## src/rtl/core/mbt_pkg.sv

```systemverilog
`default_nettype none

package mbt_pkg;

    localparam int COORD_W = 6;
    localparam int CELL_W  = 5;
    localparam int MAC_W   = 12;

    localparam logic [1:0] OP_RESTART = 2'd0;
    localparam logic [1:0] OP_STEP    = 2'd1;
    localparam logic [1:0] OP_READ    = 2'd2;
    localparam logic [1:0] OP_NONE    = 2'd3;

    localparam logic [2:0] ACT_CARVE   = 3'd0;
    localparam logic [2:0] ACT_BACK    = 3'd1;
    localparam logic [2:0] ACT_FINISH  = 3'd2;
    localparam logic [2:0] ACT_READ    = 3'd3;
    localparam logic [2:0] ACT_RESTART = 3'd4;

    localparam logic [1:0] DIR_N = 2'd0;
    localparam logic [1:0] DIR_E = 2'd1;
    localparam logic [1:0] DIR_S = 2'd2;
    localparam logic [1:0] DIR_W = 2'd3;

    localparam logic CFG_WIDTH  = 1'b0;
    localparam logic CFG_HEIGHT = 1'b1;

    localparam int VISITED_BIT = 4;
    localparam logic [CELL_W-1:0] VISITED_MASK = 5'b10000;

    typedef logic [COORD_W-1:0] coord_t;

    typedef struct packed {
        logic [1:0] opcode;
        logic [7:0] pick;
        logic [4:0] read_x;
        logic [4:0] read_y;
    } cmd_t;

    typedef struct packed {
        logic [2:0] action;
        logic [4:0] cur_x;
        logic [4:0] cur_y;
        logic [1:0] direction;
        logic [4:0] cell_bits;
    } rsp_t;

    typedef struct packed {
        coord_t w;
        coord_t h;
    } dims_t;

    // multiply-add request: a * b + c
    typedef struct packed {
        coord_t a;
        coord_t b;
        coord_t c;
    } mac_op_t;

    function automatic logic [CELL_W-1:0] path_bit(input logic [1:0] d);
        return CELL_W'(1) << d;
    endfunction

    function automatic logic [CELL_W-1:0] back_bit(input logic [1:0] d);
        logic [1:0] o;
        o = d + 2'd2;
        return CELL_W'(1) << o;
    endfunction

    // 4 = 1 mod 3, so the base-4 digit sum keeps the residue
    function automatic logic [1:0] mod3(input logic [7:0] p);
        logic [3:0] s;
        logic [1:0] r;
        s = 4'(p[1:0]) + 4'(p[3:2]) + 4'(p[5:4]) + 4'(p[7:6]);
        case (s) inside
            4'd0, 4'd3, 4'd6, 4'd9, 4'd12: r = 2'd0;
            4'd1, 4'd4, 4'd7, 4'd10:       r = 2'd1;
            4'd2, 4'd5, 4'd8, 4'd11:       r = 2'd2;
            default:                       r = 2'd0;
        endcase
        return r;
    endfunction

endpackage

`default_nettype wire

```

## src/rtl/core/mbt_mac.sv

```systemverilog
`default_nettype none

module mbt_mac (
    input  logic                       clk,
    input  mbt_pkg::mac_op_t           op,
    output logic [mbt_pkg::MAC_W-1:0]  q
);
    import mbt_pkg::*;

    logic [MAC_W-1:0] q_reg;
    logic [MAC_W-1:0] q_next;

    always_comb
    begin
        q_next = MAC_W'(op.a) * MAC_W'(op.b) + MAC_W'(op.c);
    end

    always_ff @(posedge clk)
    begin
        q_reg <= q_next;
    end

    assign q = q_reg;

endmodule

`default_nettype wire

```

## config.mk

```make
export PLATFORM = sky130hd
export DESIGN_NAME = mbt_mac
export DESIGN_NICKNAME = d
export VERILOG_FILES = /design/src/rtl/core/mbt_pkg.sv /design/src/rtl/core/mbt_mac.sv
export SDC_FILE = /design/constraint.sdc
export NUM_CORES = 1
export LEC_CHECK = 0
export BUFFER_PORTS_ARGS = -buffer_cell sky130_fd_sc_hd__buf_2
export CORE_ASPECT_RATIO = 0.75
export CORE_UTILIZATION = 40
export CTS_BUF_LIST = sky130_fd_sc_hd__clkbuf_8
export DETAILED_ROUTE_END_ITERATION = 12
export GPL_TIMING_DRIVEN = 0
export PLACE_DENSITY_LB_ADDON = 0.12
export SYNTH_ARGS = -nofsm -noshare
export SYNTH_HDL_FRONTEND = slang
export SYNTH_SLANG_ARGS = --single-unit
```

## constraint.sdc

```tcl
create_clock -name clk -period 4 [get_ports clk]
set_clock_uncertainty 0.15 [all_clocks]
set_input_delay 0.8 -clock clk [delete_from_list [all_inputs] [get_ports clk]]
set_output_delay 0.8 -clock clk [all_outputs]
set_load 0.02 [all_outputs]
```

Word level (Yosys, flattened, before mapping). Cells that the tools add are included.

Reductions and logical operators: 0. Equal/unequal tests: 0. Magnitude comparators: 0. $add $sub $neg: 1. Multipliers: 1. Divide/modulo/power cells: 0. Bitwise gates (word level): 0. Shifts and indexed selects: 0. Muxes and demuxes: 0.

Operators with widths (count): adder 12 x 6 -> 12 bit (1); multiplier 6 x 6 -> 12 bit (1).

Memories kept: 0. Output and inout bits: 12. Logic and storage cells: 3. Latch bits: 0. Bits in read-only memories: 0. Memory bits (writable): 0. Flip-flop bits (word level): 12.

Depth between registers and ports, before layout.
Depth after elaboration: 2. Mapped depth: 13.

Worst setup path after synthesis. Ideal clock, no wire load.

Path kind: in2reg. Start: input port op[11] in the netlist's numbering. End: register q_reg[9], in the netlist q[9]. Path buffers: 0. Required time: 3.730 ns. Slack: -0.332 ns. Cell stages on the path: 11. Arrival time: 4.062 ns. Library setup time: 0.120 ns. Cells stage by stage: nand2_1 > fa_1 > fa_1 > fa_1 > inv_1 > fa_1 > ha_1 > and3_4 > a2111oi_4 > a21oi_2 > xor2_1.

Cells in the longest elaborated chain, start to end: 2.

RTL lines: from (decl) (RTL line mbt_mac.sv:5) `input mbt_pkg::mac_op_t op,`; multiplier 6 x 6 -> 12 bit (RTL line mbt_mac.sv:15) `q_next = MAC_W'(op.a) * MAC_W'(op.b) + MAC_W'(op.c);`; adder 12 x 6 -> 12 bit (RTL line mbt_mac.sv:15); named net q_next[9] (RTL line mbt_mac.sv:11) `logic [MAC_W-1:0] q_next;`; to (signal assigned) (RTL line mbt_mac.sv:20) `q_reg <= q_next;`; to (decl) (RTL line mbt_mac.sv:10) `logic [MAC_W-1:0] q_reg;`.

The timed path passes the listed nets, and every way through them passes these cells.

Final worst setup path.
Start: input port op[12] in the netlist's numbering. End: register q_reg[9], in the netlist q[9].

The elaborated chain is that of the path after synthesis.

==> flow_metrics.tcl <==
set metrics [dict create \
    status "finished, violations left" \
    failed_checks "negative setup slack" \
    ctsHtreeMaxLevel 1 \
    vias 1307 \
    wl_per_cell_um 13.20 \
    die_h_um 57.42 \
    die-area_sq_um 4357 \
    largest_register_ffs 12 \
    startpoint_type "primary input" \
    clock_sink_count 12 \
    maxCapViolCount 0 \
    core_area_sq_um 3780 \
    ys_ff_latch 12 \
    cp_data_arrival_time_ns 4.13 \
    grt_pass1_vias 1308 \
    portBuffers 30 \
    slew_viol_final 0 \
    netlist_area_sq_um 1638 \
    grt_use_total 0.1680 \
    yosysSeqAreaShare 0.1467 \
    rsz0062_at_grt "true" \
    final_cell_area_sq_um 2225 \
    ant_nets 0 \
    p_leak_nw 1.093 \
    relSlewSlack 0.6539 \
    dr.pass1.iters 4 \
    place.gp.congestion 0.8280 \
    postCtsHoldBufs 0 \
    drc 0 \
    syn_to_final_growth_pct 35.83 \
    ys_types 29 \
    utilization 0.5885 \
    hold_slack_ns 0.6298 \
    hp-class "primary input to flop" \
    period_share 1.039 \
    avgViaCountPerCell 5.046 \
    cp_max_fo 6 \
    drive_gt1_frac 0.3333 \
    syn_nets 235 \
    worst_pin_slew_ns 0.5191 \
    final-hold-violation-count 0 \
    io_pins 31 \
    synth_cells 166 \
    cts_max_path_buffers 2 \
    grt_overflow_total 0 \
    path_clk_slew_ns 0.06 \
    p_per_area_nw_per_um2 531.0 \
    setup_viol 6 \
    fin_ws_ns -0.1541 \
    crit_required_ns 3.98 \
    dpl_cell_area_sq_um 1903 \
    drt_iter0_drc 43 \
    yosys_warnings 0 \
    cts_tree "built" \
    peakVddDrop_uv 356.0 \
    cts_buffers 3 \
    path_class "primary input to flop" \
    fin_setup_tns_ns -0.5600 \
    rows 19 \
    fillers 316 \
    grt_max_degree 8 \
    fin_crit_ns 4.154 \
    totalWireLength_mm 3.419 \
    grt_pass1_wl_mm 5.520 \
    worst_setup_path_end_kind "flop" \
    start_util 0.4333 \
    antenna_found_initial 0 \
    max_freq_ghz 0.2407 \
    hpwlAfterDp_mm 2.696 \
    die_w_um 75.89 \
    syn_area_per_cell_sq_um 9.866 \
    clockRootBuffer "clkbuf_8" \
    nNetsFinal 277 \
    num_antenna_cells 0 \
]
[path summary, 6_finish.rpt]
kind,start,to,slack [ns],cells past startpoint
setup / recovery,op[12],q[9]$_DFF_P_,-0.15,12
hold / removal,op[0],q[0]$_DFF_P_,0.63,2
[per-layer routing]
metal | part of all wire | GRT usage
met1 | 0.45 | 0.2223
met2 | 0.50 | 0.2857
met3 | 0.042 | 0.03710
met4 | 0.0073 | 0.02381
met5 | 0 | 0
[synth_stat cells]
cell,instances,area (sq um)
ha_1,30,375.4
inv_1,24,90.09
fa_1,20,400.4
nand2_1,20,75.07
and2_1,18,112.6
dfxtp_1,12,240.2
xnor2_1,7,61.31
nor2_1,6,22.52
a21oi_1,3,15.01
xor2_1,3,26.28
and3_2,2,15.01
and3_4,2,22.52
nand3_1,2,10.01
o2111ai_1,2,17.52
a2111oi_4,1,27.53
a211oi_2,1,12.51
a21o_2,1,8.760
a21o_4,1,15.01
a21oi_2,1,8.760
a311oi_2,1,15.01
a31oi_1,1,6.260
and2_2,1,7.510
nor2b_1,1,6.260
nor3_1,1,5.000
nor4_2,1,12.51
o211ai_1,1,7.510
o21a_1,1,7.510
o21bai_1,1,7.510
or3_1,1,6.260
[worst max-delay path, cell delays in order]
cell and delay [ns]:
buf_8 0.09, nand2_4 0.04, fa_1 0.57, fa_1 0.45
fa_1 0.55, inv_1 0.05, fa_1 0.48, ha_4 0.27
and3_4 0.17, a2111oi_4 0.39, a21oi_2 0.11, xor2_1 0.17
[cell type report]
| cell class | instances | area (sq um) | share of cell area |
|---|---|---|---|
| clock buffer | 4 | 55.05 | 0.02475 |
| inverter | 24 | 90.09 | 0.04050 |
| multi-input combinational | 130 | 1463 | 0.6575 |
| sequential | 12 | 240.2 | 0.1080 |
| tap | 52 | 65.06 | 0.02925 |
| timing repair buffer | 37 | 311.5 | 0.1400 |
[report_power, final]
part           total [W]  internal [W]  switching (W)
sequential      0.000186      0.000176     0.00000985
combinational   0.000862      0.000414       0.000448
clock           0.000134     0.0000870      0.0000467
[cell families after synthesis]
family	count (synthesis)	share of synthesized area
fa+ha+maj	50	0.4736
buf+inv	24	0.05501
xor+xnor	10	0.05348
simple gates	55	0.1803
flops	12	0.1467
compound gates	15	0.09091
[metrics by stage]
step / instances / setup slack (ns) / total power (W)
floorplan: 166 / -0.1909 / 0.0007270
global placement: 248 / -0.5180 / 0.0008690
detailed placement: 248 / -0.5554 / 0.0008866
CTS: 258 / -0.1954 / 0.001149
global route: 259 / -0.2449 / 0.001273
finish: 259 / -0.1541 / 0.001181
[placed cells by master, fill, tap and decap left out, types with 2 or more instances in the layout]
| cell | netlist | layout |
|---|---|---|
| ha_1 | 30 | 27 |
| dfxtp_1 | 12 | 12 |
| fa_1 | 20 | 20 |
| buf_6 | 0 | 9 |
| and3_4 | 2 | 2 |
| xnor2_1 | 7 | 7 |
| nand2_4 | 0 | 3 |
| nand2_1 | 20 | 13 |
| nor2_1 | 6 | 6 |
| clkbuf_8 | 0 | 4 |
| xor2_1 | 3 | 3 |
| buf_4 | 0 | 4 |
| buf_2 | 0 | 18 |
| ha_4 | 0 | 3 |
| inv_1 | 24 | 24 |
| buf_8 | 0 | 6 |
| and3_2 | 2 | 2 |
| and2_1 | 18 | 18 |
| a21oi_1 | 3 | 3 |
| o2111ai_4 | 0 | 2 |
| nand2_2 | 0 | 3 |
[timing repair]
item,4_1_cts,5_1_grt
setup buffers,6,2
endpoints found under the setup margin,5,6
pin swaps,15,8
endpoints found under the hold margin,0,0
resized for setup,46,6
No activity file was read; power rests on OpenSTA's default activity.
