## config.mk

```make
export PLATFORM = sky130hd
export DESIGN_NAME = mbt_dims
export DESIGN_NICKNAME = d
export VERILOG_FILES = /design/src/rtl/core/mbt_pkg.sv /design/src/rtl/core/mbt_dims.sv
export SDC_FILE = /design/constraint.sdc
export NUM_CORES = 1
export LEC_CHECK = 0
export BUFFER_PORTS_ARGS = -buffer_cell sky130_fd_sc_hd__buf_2
export CAP_MARGIN = 30
export CORE_AREA = 2 2 39 41
export DETAILED_ROUTE_END_ITERATION = 7
export DIE_AREA = 0 0 41 43
export GPL_TIMING_DRIVEN = 0
export PLACE_DENSITY = 0.78
export SYNTH_ARGS = -nofsm -noshare
export SYNTH_HDL_FRONTEND = slang
export SYNTH_SLANG_ARGS = --single-unit
export TNS_END_PERCENT = 5
```

## constraint.sdc

```tcl
create_clock -name vclk -period 4.3
set_input_delay 0.86 -clock vclk [all_inputs]
set_output_delay 0.86 -clock vclk [all_outputs]
set_load 0.02 [all_outputs]
```

## src/rtl/core/mbt_pkg.sv

```systemverilog
`default_nettype none

package mbt_pkg;

    localparam int COORD_W = 6;
    localparam int CELL_W  = 5;
    localparam int MAC_W   = 12;

    localparam logic [1:0] OP_RESTART = 2'd0;
    localparam logic [1:0] OP_STEP    = 2'd1;
    localparam logic [1:0] OP_READ    = 2'd2;
    localparam logic [1:0] OP_NONE    = 2'd3;

    localparam logic [2:0] ACT_CARVE   = 3'd0;
    localparam logic [2:0] ACT_BACK    = 3'd1;
    localparam logic [2:0] ACT_FINISH  = 3'd2;
    localparam logic [2:0] ACT_READ    = 3'd3;
    localparam logic [2:0] ACT_RESTART = 3'd4;

    localparam logic [1:0] DIR_N = 2'd0;
    localparam logic [1:0] DIR_E = 2'd1;
    localparam logic [1:0] DIR_S = 2'd2;
    localparam logic [1:0] DIR_W = 2'd3;

    localparam logic CFG_WIDTH  = 1'b0;
    localparam logic CFG_HEIGHT = 1'b1;

    localparam int VISITED_BIT = 4;
    localparam logic [CELL_W-1:0] VISITED_MASK = 5'b10000;

    typedef logic [COORD_W-1:0] coord_t;

    typedef struct packed {
        logic [1:0] opcode;
        logic [7:0] pick;
        logic [4:0] read_x;
        logic [4:0] read_y;
    } cmd_t;

    typedef struct packed {
        logic [2:0] action;
        logic [4:0] cur_x;
        logic [4:0] cur_y;
        logic [1:0] direction;
        logic [4:0] cell_bits;
    } rsp_t;

    typedef struct packed {
        coord_t w;
        coord_t h;
    } dims_t;

    // multiply-add request: a * b + c
    typedef struct packed {
        coord_t a;
        coord_t b;
        coord_t c;
    } mac_op_t;

    function automatic logic [CELL_W-1:0] path_bit(input logic [1:0] d);
        return CELL_W'(1) << d;
    endfunction

    function automatic logic [CELL_W-1:0] back_bit(input logic [1:0] d);
        logic [1:0] o;
        o = d + 2'd2;
        return CELL_W'(1) << o;
    endfunction

    // 4 = 1 mod 3, so the base-4 digit sum keeps the residue
    function automatic logic [1:0] mod3(input logic [7:0] p);
        logic [3:0] s;
        logic [1:0] r;
        s = 4'(p[1:0]) + 4'(p[3:2]) + 4'(p[5:4]) + 4'(p[7:6]);
        case (s) inside
            4'd0, 4'd3, 4'd6, 4'd9, 4'd12: r = 2'd0;
            4'd1, 4'd4, 4'd7, 4'd10:       r = 2'd1;
            4'd2, 4'd5, 4'd8, 4'd11:       r = 2'd2;
            default:                       r = 2'd0;
        endcase
        return r;
    endfunction

endpackage

`default_nettype wire

```

## src/rtl/core/mbt_dims.sv

```systemverilog
`default_nettype none

module mbt_dims #(
    parameter int MAX_SIDE  = 32,
    parameter int MAX_CELLS = 1024
) (
    input  logic [mbt_pkg::COORD_W-1:0] maze_width,
    input  logic [mbt_pkg::COORD_W-1:0] maze_height,
    output mbt_pkg::dims_t              dims
);
    import mbt_pkg::*;

    localparam int COORD_MAX = (1 << COORD_W) - 1;
    localparam int SIDE_CAP  = (MAX_SIDE > COORD_MAX) ? COORD_MAX : MAX_SIDE;

    logic [COORD_W-1:0] lim_tab [COORD_MAX+1];
    coord_t w_clamp;
    coord_t h_clamp;
    coord_t lim;

    assign lim_tab[0] = '0;

    // rows allowed for each width
    for (genvar i = 1; i <= COORD_MAX; i++)
    begin : g_lim
        localparam int LIM = MAX_CELLS / i;
        assign lim_tab[i] = COORD_W'((LIM > COORD_MAX) ? COORD_MAX : LIM);
    end

    always_comb
    begin
        w_clamp = maze_width;
        if (w_clamp == '0)
            w_clamp = COORD_W'(1);
        if (w_clamp > COORD_W'(SIDE_CAP))
            w_clamp = COORD_W'(SIDE_CAP);
        lim = lim_tab[w_clamp];
        h_clamp = maze_height;
        if (h_clamp == '0)
            h_clamp = COORD_W'(1);
        if (h_clamp > COORD_W'(SIDE_CAP))
            h_clamp = COORD_W'(SIDE_CAP);
        if (h_clamp > lim)
            h_clamp = lim;
        dims.w = w_clamp;
        dims.h = h_clamp;
    end

endmodule

`default_nettype wire

```

[Yosys cells after proc, flatten, opt, wreduce, memory -nomap -nowiden]
Memory sizes are Yosys's and may differ from the RTL's.
Cells that the tools add are included.
Word-level totals
  ROM bits: 384
  memories: 1
  bits of input ports: 12
  flip-flop bits (word level): 0
  word-level logic and storage cells: 15
Memories
  (name not given): depth 64, width 6, read ports 1, clocked after Yosys merged registers in 0, write ports 0, RTL line mbt_dims.sv:37  | lim = lim_tab[w_clamp];
Operators by class
  muxes and demuxes: 7
  reduce and logical (&&, ||, !) cells: 2
  bitwise logic cells: 1
  $lt $le $gt $ge: 4
Operator list (count)
  $mux 6: 7
  $gt 6x6->1 const B: 2
  $logic_not 6->1: 2
  $ge 7x7->1 const B: 1
  $not 6->7: 1
  $gt 6x6->1: 1

[Depth between registers and ports, before layout]
  word-level depth: 10
  depth in mapped cells: 15

[Least setup slack after synthesis]
No wires, ideal clock.
  path type: input-to-output
  start point: in maze_width[4] (netlist bit)
  end point: out dims[0] (netlist bit)
  path buffers: 0
  required time: 3440 ps
  cell stages on the path: 14
  arrival: 3732 ps
  path slack: -292 ps
  cells stage by stage: nor3_1 -> a21oi_1 -> or2_2 -> ha_1 -> inv_1 -> o21ai_0 -> a21oi_1 -> a221o_1 -> ha_1 -> nor2b_1 -> o211ai_1 -> a21o_1 -> a21oi_4 -> mux2i_1
RTL lines
  start: declaration: RTL line mbt_dims.sv:7  | input logic [mbt_pkg::COORD_W-1:0] maze_width,
  end: declaration: RTL line mbt_dims.sv:9  | output mbt_pkg::dims_t dims

==> parameters.txt <==
Parameter                              Value

Outcome
  Outcome    finished with violations
  Failing checks    negative setup slack

Power
  Static Leakage    0.5044 nW
  Peak ir drop on the vdd network    79.34 uV
  Power per cell area    158.4 mW/mm^2
  Total power after layout    160.6 uW

Route
  Average via count per standard cell    between 5 and 6
  Routed wirelength normalized by instance count    12.76 microns
  Total vias in the final route    approximately 770
  Number of nets still failing antenna checks after routing    0
  Pre-Repair DR Iteration Count    4
  Count of routing violations after the opening detailed-route iteration    19
  Remaining routing DRC violations    0
  Total wire length after detailed routing    about 1.8 mm

Worst setup path
  Startpoint kind of the worst setup timing path    input port
  Highest fanout seen on the critical path    5
  Setup Crit Path Kind    in2out
  Required time worst endpoint    3.44 ns
  Capturing element type of the critical path    output pin
  Data arrival, critical path    3.76 ns

Final layout
  P&R area growth vs syn    69.81%
  FF/Latch Area    0 sq um
  Number of flip-flops and latches    0
  Clock buffer count in the final layout    0
  Fraction of final layout cells sized beyond drive strength 1    0.4274
  Total inserted antenna cells    0
  Most used cells in the layout excluding fill and tap cells    15 x buf_2, 12 x inv_1, 11 x buf_4
  Leading cell type in the layout, fill and taps excluded    buf_2
  Non-filler instance count after layout    between 100 and 150
  Final net count    148
  Number of fill cells    104
  Post-layout utilization of the core    0.7324

STA
  Final setup violation count    6
  Total Neg Setup Slack    -1.860 ns
  Slew margin rel.    0.6689
  Tightest Pin Transition    0.4914 ns
  Max-slew violations    0
  Portion of the clock cycle consumed by the worst path in the final layout    1.073
  Worst-case setup margin in the final layout    -0.3152 ns
  Maximum achievable frequency    216.7 MHz
  Unrepaired setup endpoints after global routing    true
  Final worst path period need    4.615 ns
  Final Hold Vio Count    0

Global route
  Largest net degree at the start of global routing    14
  Global-route congestion overflow total    0
  First-pass GRT wire length    between 2 and 3 mm
  Number of global-route vias before repair    ~600
  Antenna violations before repair    0
  Total routing resource utilization after global routing    0.1930

Die
  Starting Density    0.4313
  Placement Rows    14
  Die Outline Area    approximately 0.0018 sq mm
  Horizontal die dimension    approximately 40 microns
  Die height    43 microns
  # IOs    24
  Core Footprint    0.001384 sq mm

Synthesis
  Avg Cell Area, Syn    between 6 and 7 sq um
  Post-synthesis cell count    91
  Most area-hungry cell type in the Yosys netlist    ha_1
  Count of yosys warnings during synthesis    0
  Synth cell types    29
  Leading post-synthesis cells by cell area    ha_1 21%, mux2i_1 10%, inv_1 8.2%, a21oi_1 6.7%, o21ai_0 5.9%
  Syn Nets    around 110
  Synthesized area    596.8 sq um
  Fraction of post-synthesis cell area in the top cell type by area    0.2096
  Seq/Total Area, Yosys    0

Hold path
  Path category of the worst min-delay check    in2out

Place
  Half-perimeter wire length after detailed placement    approximately 1.2 mm
  PortBufs    24
  Cell Count Post-Placement    approximately 130
  Setup slack at placement    -0.7472 ns
  Final Wtd Congestion    between 0.8 and 0.9

Clocking
  Number of hold buffers added after CTS    0

Run
  Count of max-cap constraint violations    0
## routing by layer
metal / vias to the layer above / global-route usage / wire length, microns
met1: 348 / 0.3079 / 817
met3: 2 / 0 / 100
met5: - / 0 / 0
met4: 0 / 0.01333 / 13
met2: 31 / 0.2938 / 855
li1: 384 / - / -
## synthesized netlist by cell type (2+ instances only)
master / n
nor2b_1: 5
a21oi_1: 8
o21ai_0: 7
a21o_1: 3
nand2_1: 8
ha_1: 10
nand3_1: 2
clkbuf_1: 3
or2_2: 2
mux2i_1: 6
nand2b_1: 4
nor2_1: 4
inv_1: 13
## kinds of logic (layout without fill, tap and decap cells)
group                      Yosys count  count (layout)  share of synthesized area
muxes                                6               6                     0.1006
adders and majority gates           10              10                     0.2096
and+or+nand+nor                     30              30                     0.2600
xor gates and xnor gates             1               1                    0.01468
buffers and inverters               18              51                     0.1321
AOI/OAI and AO/OA                   26              26                     0.2830
## report_power, final
group / internal (mW) / switching (mW) / total [mW] / leakage, nW
clock: 0 / 0 / 0 / 0
combinational: 0.0832 / 0.0774 / 0.161 / 0.504
sequential: 0 / 0 / 0 / 0
total: 0.0832 / 0.0774 / 0.161 / 0.504
## worst max-delay path: stages
cell and delay (ns):
buf_8 0.11, nor3_4 0.21, a21oi_2 0.07, or2_4 0.24, ha_4 0.28, inv_2 0.04
o21ai_2 0.11, a21oi_2 0.07, a221o_1 0.36, ha_4 0.29, nor2b_4 0.12, o211ai_1 0.08
a21o_1 0.21, a21oi_4 0.18, buf_12 0.16, mux2i_4 0.22, buf_6 0.14
## cell type report
cell class | instances | area, sq um | share of cell area
multi-input combinational | 73 | 650.6 | 0.6420
timing repair buffer | 34 | 267.8 | 0.2642
inverter | 13 | 48.80 | 0.04815
buffer | 4 | 26.28 | 0.02593
tap | 16 | 20.02 | 0.01975
## what timing repair did
action,4_1_cts,5_1_grt
pin swaps,11,10
gates resized for setup,19,7
endpoints found under the setup margin,6,6
setup buffers,9,1
## through the flow
| stage | cell area, sq um | hold WS [ns] |
|---|---|---|
| 6_report | 1013 | 2.137 |
| 5_1_grt | 1013 | 2.150 |
| 4_1_cts | 970.9 | 2.130 |
| 3_5_place_dp | 838.3 | 2.029 |
| 3_3_place_gp | 838.3 | 2.019 |
| 2_1_floorplan | 698.2 | 1.805 |
## final timing paths
path                  startpoint  depth (start not counted)      end  slack, ns
setup / recovery   maze_width[2]                         17  dims[2]      -0.32
hold / removal    maze_height[4]                          4  dims[4]       2.14
(Power assumes the default switching activity.)
